[config.mk]
export PLATFORM = sky130hd
export DESIGN_NAME = varint_length_prefix_deframer_unit
export DESIGN_NICKNAME = d
export VERILOG_FILES = /design/src/sv/vlpd_pkg.sv /design/src/sv/vlpd_step.sv /design/src/sv/varint_length_prefix_deframer_unit.sv
export VERILOG_INCLUDE_DIRS = /design/src /design/src/sv
export SDC_FILE = /design/constraint.sdc
export NUM_CORES = 1
export LEC_CHECK = 0
export ABC_AREA = 1
export BUFFER_PORTS_ARGS = -buffer_cell sky130_fd_sc_hd__buf_4
export CORE_MARGIN = 10
export CORE_UTILIZATION = 50
export CTS_BUF_LIST = sky130_fd_sc_hd__clkbuf_2
export CTS_CLUSTER_SIZE = 14
export DETAILED_ROUTE_END_ITERATION = 8
export PLACE_DENSITY = 0.67
export SLEW_MARGIN = 20
export SYNTH_ARGS = -nofsm -noshare
export SYNTH_HDL_FRONTEND = slang
export SYNTH_SLANG_ARGS = --single-unit
[constraint.sdc]
create_clock -name clock -period 10.35 [get_ports clock]
set_clock_uncertainty 0.05 [all_clocks]
set_input_delay 2.5875 -clock clock [delete_from_list [all_inputs] [get_ports clock]]
set_output_delay 2.5875 -clock clock [all_outputs]
set_load 0.005 [all_outputs]
[src/sv/varint_length_prefix_deframer_unit_assert.svh]
// Assertion macros for the deframer
`ifndef VARINT_LENGTH_PREFIX_DEFRAMER_UNIT_ASSERT_SVH
`define VARINT_LENGTH_PREFIX_DEFRAMER_UNIT_ASSERT_SVH

// same-cycle implication
`define VLPD_ASSERT_NOW(lbl, clk, rst, ante, cons, msg) \
   lbl: assert property (@(posedge clk) disable iff (rst) (ante) |-> (cons)) \
      else $error(msg);

// next-cycle implication
`define VLPD_ASSERT_NEXT(lbl, clk, rst, ante, cons, msg) \
   lbl: assert property (@(posedge clk) disable iff (rst) (ante) |=> (cons)) \
      else $error(msg);

`endif

[src/sv/vlpd_pkg.sv]
`timescale 1ns / 1ps

package vlpd_pkg;

   localparam int LEN_W      = 16;
   localparam int BYTE_W     = 8;
   localparam int GROUP_BITS = 7;
   localparam int GI_W       = 3;
   localparam int GI_MAX     = 7;
   localparam int SHAMT_W    = 6;
   localparam int SPREAD_W   = GROUP_BITS + GROUP_BITS * GI_MAX;

   localparam logic [LEN_W-1:0] MAX_LEN_RESET = 16'd512;

   localparam logic [1:0] KIND_PAYLOAD = 2'd0;
   localparam logic [1:0] KIND_EMPTY   = 2'd1;
   localparam logic [1:0] KIND_ERROR   = 2'd2;

   typedef struct packed {
      logic              in_payload;
      logic [LEN_W-1:0]  length_sum;
      logic [GI_W-1:0]   group_index;
      logic [LEN_W-1:0]  bytes_remaining;
   } state_type;

   typedef struct packed {
      logic [1:0]        kind;
      logic [BYTE_W-1:0] data;
      logic              last;
   } result_type;

endpackage

[src/sv/vlpd_step.sv]
`timescale 1ns / 1ps

module vlpd_step #(
   parameter int LENGTH_BITS = 16
) (
   input  vlpd_pkg::state_type              state_i,
   input  logic [vlpd_pkg::BYTE_W-1:0]      byte_i,
   input  logic [vlpd_pkg::LEN_W-1:0]       max_i,
   output vlpd_pkg::state_type              state_o,
   output vlpd_pkg::result_type             res_o,
   output logic                             res_valid_o
);

   localparam int CHK_BITS = (LENGTH_BITS < vlpd_pkg::LEN_W) ? LENGTH_BITS : vlpd_pkg::LEN_W;

   logic [vlpd_pkg::SHAMT_W-1:0]  shamt;
   logic [vlpd_pkg::SPREAD_W-1:0] add_wide;
   logic [vlpd_pkg::LEN_W:0]      sum;
   logic                          err;
   logic [vlpd_pkg::LEN_W-1:0]    rem_dec;

   assign shamt    = vlpd_pkg::SHAMT_W'(state_i.group_index) *
                     vlpd_pkg::SHAMT_W'(vlpd_pkg::GROUP_BITS);
   assign add_wide = vlpd_pkg::SPREAD_W'(byte_i[vlpd_pkg::GROUP_BITS-1:0]) << shamt;
   assign sum      = {1'b0, state_i.length_sum} + {1'b0, add_wide[vlpd_pkg::LEN_W-1:0]};
   // group bits past the counter or past the 16-bit register, or a sum above max_i, fail
   assign err      = (|add_wide[vlpd_pkg::SPREAD_W-1:CHK_BITS]) || (sum > {1'b0, max_i});
   assign rem_dec  = (state_i.bytes_remaining != '0) ?
                     state_i.bytes_remaining - vlpd_pkg::LEN_W'(1) : '0;

   always_comb begin
      state_o     = state_i;
      res_o       = '0;
      res_valid_o = 1'b0;
      if (state_i.in_payload) begin
         res_valid_o = 1'b1;
         res_o.kind  = vlpd_pkg::KIND_PAYLOAD;
         res_o.data  = byte_i;
         res_o.last  = (state_i.bytes_remaining <= vlpd_pkg::LEN_W'(1));
         state_o.bytes_remaining = rem_dec;
         if (rem_dec == '0) begin
            state_o = '0;
         end
      end else if (err) begin
         state_o     = '0;
         res_valid_o = 1'b1;
         res_o.kind  = vlpd_pkg::KIND_ERROR;
      end else begin
         state_o.length_sum  = sum[vlpd_pkg::LEN_W-1:0];
         state_o.group_index = (state_i.group_index != vlpd_pkg::GI_W'(vlpd_pkg::GI_MAX)) ?
                               state_i.group_index + vlpd_pkg::GI_W'(1) : state_i.group_index;
         if (!byte_i[vlpd_pkg::BYTE_W-1]) begin
            if (sum[vlpd_pkg::LEN_W-1:0] == '0) begin
               state_o     = '0;
               res_valid_o = 1'b1;
               res_o.kind  = vlpd_pkg::KIND_EMPTY;
            end else begin
               state_o                 = '0;
               state_o.in_payload      = 1'b1;
               state_o.bytes_remaining = sum[vlpd_pkg::LEN_W-1:0];
            end
         end
      end
   end

endmodule

[src/sv/varint_length_prefix_deframer_unit.sv]
`timescale 1ns / 1ps

// Base-128 varint length-prefixed deframer. One stream byte per cycle is
// accepted and processed, sustained while the result side is ready; a byte
// is captured in the input register at its transfer and its result is loaded
// into the result register once that register is empty or being taken.
// Header bytes with no error that do not end an empty frame give no result;
// otherwise each byte gives one result: payload byte (last marked), empty
// frame, or length error. The csr_max_frame_length write (reset 512) applies
// from the next header byte and is to be written while the block is idle.
`include "varint_length_prefix_deframer_unit_assert.svh"

module varint_length_prefix_deframer_unit #(
   parameter int LENGTH_BITS = 16
) (
   input  logic                             clock,
   input  logic                             reset,
   input  logic                             req_valid,
   output logic                             req_ready,
   input  logic [vlpd_pkg::BYTE_W-1:0]      req_stream_byte,
   output logic                             rsp_valid,
   input  logic                             rsp_ready,
   output logic [1:0]                       rsp_result_kind,
   output logic [vlpd_pkg::BYTE_W-1:0]      rsp_payload_byte,
   output logic                             rsp_last_of_frame,
   input  logic                             csr_write_enable,
   input  logic [vlpd_pkg::LEN_W-1:0]       csr_max_frame_length
);

   vlpd_pkg::state_type           state_ff, state_in;
   vlpd_pkg::result_type          rsp_ff, rsp_in, step_res;
   logic [vlpd_pkg::LEN_W-1:0]    max_ff, max_in;
   logic                          in_valid_ff, in_valid_in;
   logic [vlpd_pkg::BYTE_W-1:0]   in_byte_ff, in_byte_in;
   logic                          rsp_valid_ff, rsp_valid_in;
   vlpd_pkg::state_type           step_state;
   logic                          step_valid;
   logic                          proc;

   vlpd_step #(
      .LENGTH_BITS (LENGTH_BITS)
   ) u_step (
      .state_i     (state_ff),
      .byte_i      (in_byte_ff),
      .max_i       (max_ff),
      .state_o     (step_state),
      .res_o       (step_res),
      .res_valid_o (step_valid)
   );

   assign proc      = in_valid_ff && (!rsp_valid_ff || rsp_ready);
   assign req_ready = !in_valid_ff || proc;

   always_comb begin
      max_in       = csr_write_enable ? csr_max_frame_length : max_ff;
      in_valid_in  = (req_valid && req_ready) ? 1'b1 : (proc ? 1'b0 : in_valid_ff);
      in_byte_in   = (req_valid && req_ready) ? req_stream_byte : in_byte_ff;
      state_in     = proc ? step_state : state_ff;
      rsp_in       = rsp_ff;
      rsp_valid_in = rsp_valid_ff;
      if (proc) begin
         rsp_valid_in = step_valid;
         rsp_in       = step_res;
      end else if (rsp_ready) begin
         rsp_valid_in = 1'b0;
      end
   end

   always_ff @(posedge clock) begin
      if (reset) begin
         state_ff     <= '0;
         max_ff       <= vlpd_pkg::MAX_LEN_RESET;
         in_valid_ff  <= 1'b0;
         rsp_valid_ff <= 1'b0;
      end else begin
         state_ff     <= state_in;
         max_ff       <= max_in;
         in_valid_ff  <= in_valid_in;
         rsp_valid_ff <= rsp_valid_in;
      end
   end

   always_ff @(posedge clock) begin
      in_byte_ff <= in_byte_in;
      rsp_ff     <= rsp_in;
   end

   assign rsp_valid         = rsp_valid_ff;
   assign rsp_result_kind   = rsp_ff.kind;
   assign rsp_payload_byte  = rsp_ff.data;
   assign rsp_last_of_frame = rsp_ff.last;

   `VLPD_ASSERT_NOW(a_payload_has_count, clock, reset, state_ff.in_payload, state_ff.bytes_remaining != '0, "payload state with zero count")
   `VLPD_ASSERT_NOW(a_header_no_count, clock, reset, !state_ff.in_payload, state_ff.bytes_remaining == '0, "header state with leftover count")
   `VLPD_ASSERT_NOW(a_last_is_payload, clock, reset, rsp_valid_ff && rsp_ff.last, rsp_ff.kind == vlpd_pkg::KIND_PAYLOAD, "last flag on non-payload result")
   `VLPD_ASSERT_NEXT(a_payload_end, clock, reset, proc && state_ff.in_payload && state_ff.bytes_remaining == vlpd_pkg::LEN_W'(1), rsp_valid_ff && rsp_ff.last && !state_ff.in_payload, "final payload byte not closing frame")

endmodule

==> summary.txt <==
Run status
  – Outcome: completed

Route
  – Routed WL: 13100 um
  – DR DRC count: 0
  – DRT Pass-1 Iters: 5
  – WL per Instance: 14.4 um
  – Via count: 4763
  – Post-route ant nets: 0
  – Vias per inst: 5.25
  – Drt first-iter violations: 263

Pwr
  – Power consumption: 0.678 mW
  – P_leak: 2.73 nW
  – Pwr dens: 123 nW/um^2
  – Worst vdd ir: 0.0783 mV

Timing
  – Fin crit period: 5.67 ns
  – Max Freq: 177 MHz
  – Slew HR: 38.7%
  – RSZ-0062 raised after global routing: false
  – # setup viols final: 0
  – Worst slew pin tran: 0.914 ns
  – Setup Total Neg Slack: 0 ns
  – Worst hold slack: 0.433 ns
  – Crit share post-route: 54.7%
  – Final Hold Viols: 0
  – Final count of pins violating max slew: 0

Clocking
  – CTS Hold Bufs: 0
  – Clock Tree Buf Depth: 2
  – CTS Root Cell: clkbuf_2
  – Reg clk slew, reported paths: 0.20 ns
  – Num CTS Buffers: 9
  – Setup bufs post-CTS: 0
  – CTS tree: built
  – H-tree Lvls: 3
  – Post-CTS Resized: 0
  – Clk sinks: 73
  – Clk_lat worst skew: 0.56 ns

Synthesis
  – Mapped cell area: 5010 sq um
  – #FFs+latches synth: 73
  – Post-synth top area share: 21.6%
  – Synth Net Count: 806
  – Dominant cells by area after synthesis: dfxtp_1 (22%), nand2_1 (14%), edfxtp_1 (11%), ha_1 (9.0%), inv_1 (6.7%)
  – Yosys Warn Count: 0
  – Yosys cell types: 39
  – Post-Syn Area per Cell: 6.76 sq um
  – Synth area leader: dfxtp_1
  – Syn Inst Count: 740
  – Post-synthesis sequential area ratio: 33.0%

Die
  – Initial Util: 51.2%
  – Core Region: 9770 sq um
  – Chip Width: 120 um
  – I/O pin cnt: 42
  – Die ar.: 14400 sq um
  – Row count: 36
  – Die extent in y: 120 um

Final layout
  – P&R area growth vs syn: 9.80%
  – Total Nets Final: 835
  – Diodes inserted: 0
  – Final cell count without fillers: 907
  – Most common cell after layout, fill and taps aside: nand2_1
  – Area taken by multi-input logic gates: 2900 sq um
  – Share of layout cells above drive strength 1: 11.0%
  – Fill count: 979
  – Commonest non-fill, non-tap cells in the layout: nand2_1 (193), inv_1 (89), nor2_1 (88), dfxtp_1 (53), a21oi_1 (50)
  – Register area: 1650 sq um

Critical path
  – Largest stage delay, worst path: 0.16 ns
  – Crit Path Class: input pin to output pin
  – Crit path DAT: 3.03 ns
  – CP max FO: 3
  – Crit path top cell by count: buf_4
  – Worst Setup Start Kind: input pin
  – Cell family with most CP delay: buffers and inverters
  – CP Capture Type: output pin
  – WP buf/inv: 3
  – Critical Path RT: 7.71 ns
  – Slowest-stage cell, CP: buf_4
  – CP Cell Sequence: buf_4, inv_1, nand3_1, buf_4

Placement
  – Inst Count DP: 891
  – Input/output buffers: 41
  – GP Congestion: 0.901
  – Post-detail-place hpwl: 9990 um

Global route
  – First-pass GRT wire length: 21900 um
  – Vias in the first global route: 4581
  – Largest net degree at the start of global routing: 34
  – Antenna violations before repair: 0
  – Gr usage total: 18.5%
  – Total gr overflow: 0

Flow run
  – Max-Cap Viols: 0

Hold path
  – HP Class: flop to flop
## synth_stat cells, drive strengths merged
cell type,n
inv,89
nor4,1
o21a,1
nand3,45
o31ai,1
a21o,3
clkinv,3
clkbuf,17
dfxtp,54
a21oi,58
ha,36
edfxtp,19
o211ai,15
nor3,28
fa,1
xor2,5
nand2,199
buf,6
or2,4
a31oi,1
o21ai,43
nand4,8
nand3b,5
xnor2,3
nor2,95
## routing by layer
layer / wire (um) / share of wire [%] / vias to the layer above / track usage, %
met3: 460 / 3.5 / 23 / 3.23
li1: - / - / 2474 / -
met1: 5860 / 45 / 2188 / 22.6
met4: 286 / 2.2 / 0 / 7.62
met2: 6480 / 50 / 78 / 31.4
met5: 0 / 0 / - / 0
## power breakdown
group | switching [mW] | internal [mW] | leakage (nW)
clock | 0.117 | 0.0579 | 0.0729
combinational | 0.117 | 0.0643 | 2.03
sequential | 0.0131 | 0.309 | 0.626
## cell type report
class                           instances  share of cell area, %
Timing Repair Buffer                   41                   5.60
Inverter                               92                   6.28
Sequential cell                        73                   30.1
Clock inverter                          7                   1.41
Multi-Input combinational cell        552                   52.8
Clock buffer                            9                  0.819
Tap cell                              133                   3.03
## metrics by stage
step	area (sq um)	util, %	setup slack (ns)
floorplan	5010	-	4.98
global placement	5370	55.0	4.72
detailed placement	5370	55.0	4.68
CTS	5500	56.2	4.68
global route	5500	56.2	4.62
finish	5500	56.2	4.68
## worst min-delay path, stage by stage, from the launching register on
cell	delay (ns)
dfxtp_1	0.34
inv_1	0.06
a21oi_1	0.06
## worst paths after layout
path	start	endpoint	depth (start not counted)	slack, ns
max reg2reg	state_ff[16]	state_ff[0]	29	5.45
min reg2reg	max_ff[15]	max_ff[15]	2	0.43
min	max_ff[15]	max_ff[15]	2	0.43
max	rsp_ready	req_ready	4	4.68
## sequential cells by signal, indices dropped and copies added, names as in the netlist
signal	cells
state_ff	36
rsp_payload_byte	8
in_byte_ff	8
rsp_last_of_frame	1
max_ff	16
in_valid_ff	1
rsp_result_kind	2
rsp_valid	1
## cell families (layout without fill, tap and decap cells)
| family | count (synthesis) | count (layout) | share of synthesized area [%] |
|---|---|---|---|
| and+or+nand+nor | 385 | 385 | 33.3 |
| xor gates and xnor gates | 8 | 8 | 1.40 |
| adders and majority gates | 37 | 37 | 9.40 |
| DFF | 73 | 73 | 33.0 |
| AOI/OAI and AO/OA | 122 | 122 | 13.8 |
| buffers and inverters | 115 | 149 | 9.05 |
Note: power is estimated with default switching activity, not from simulation.
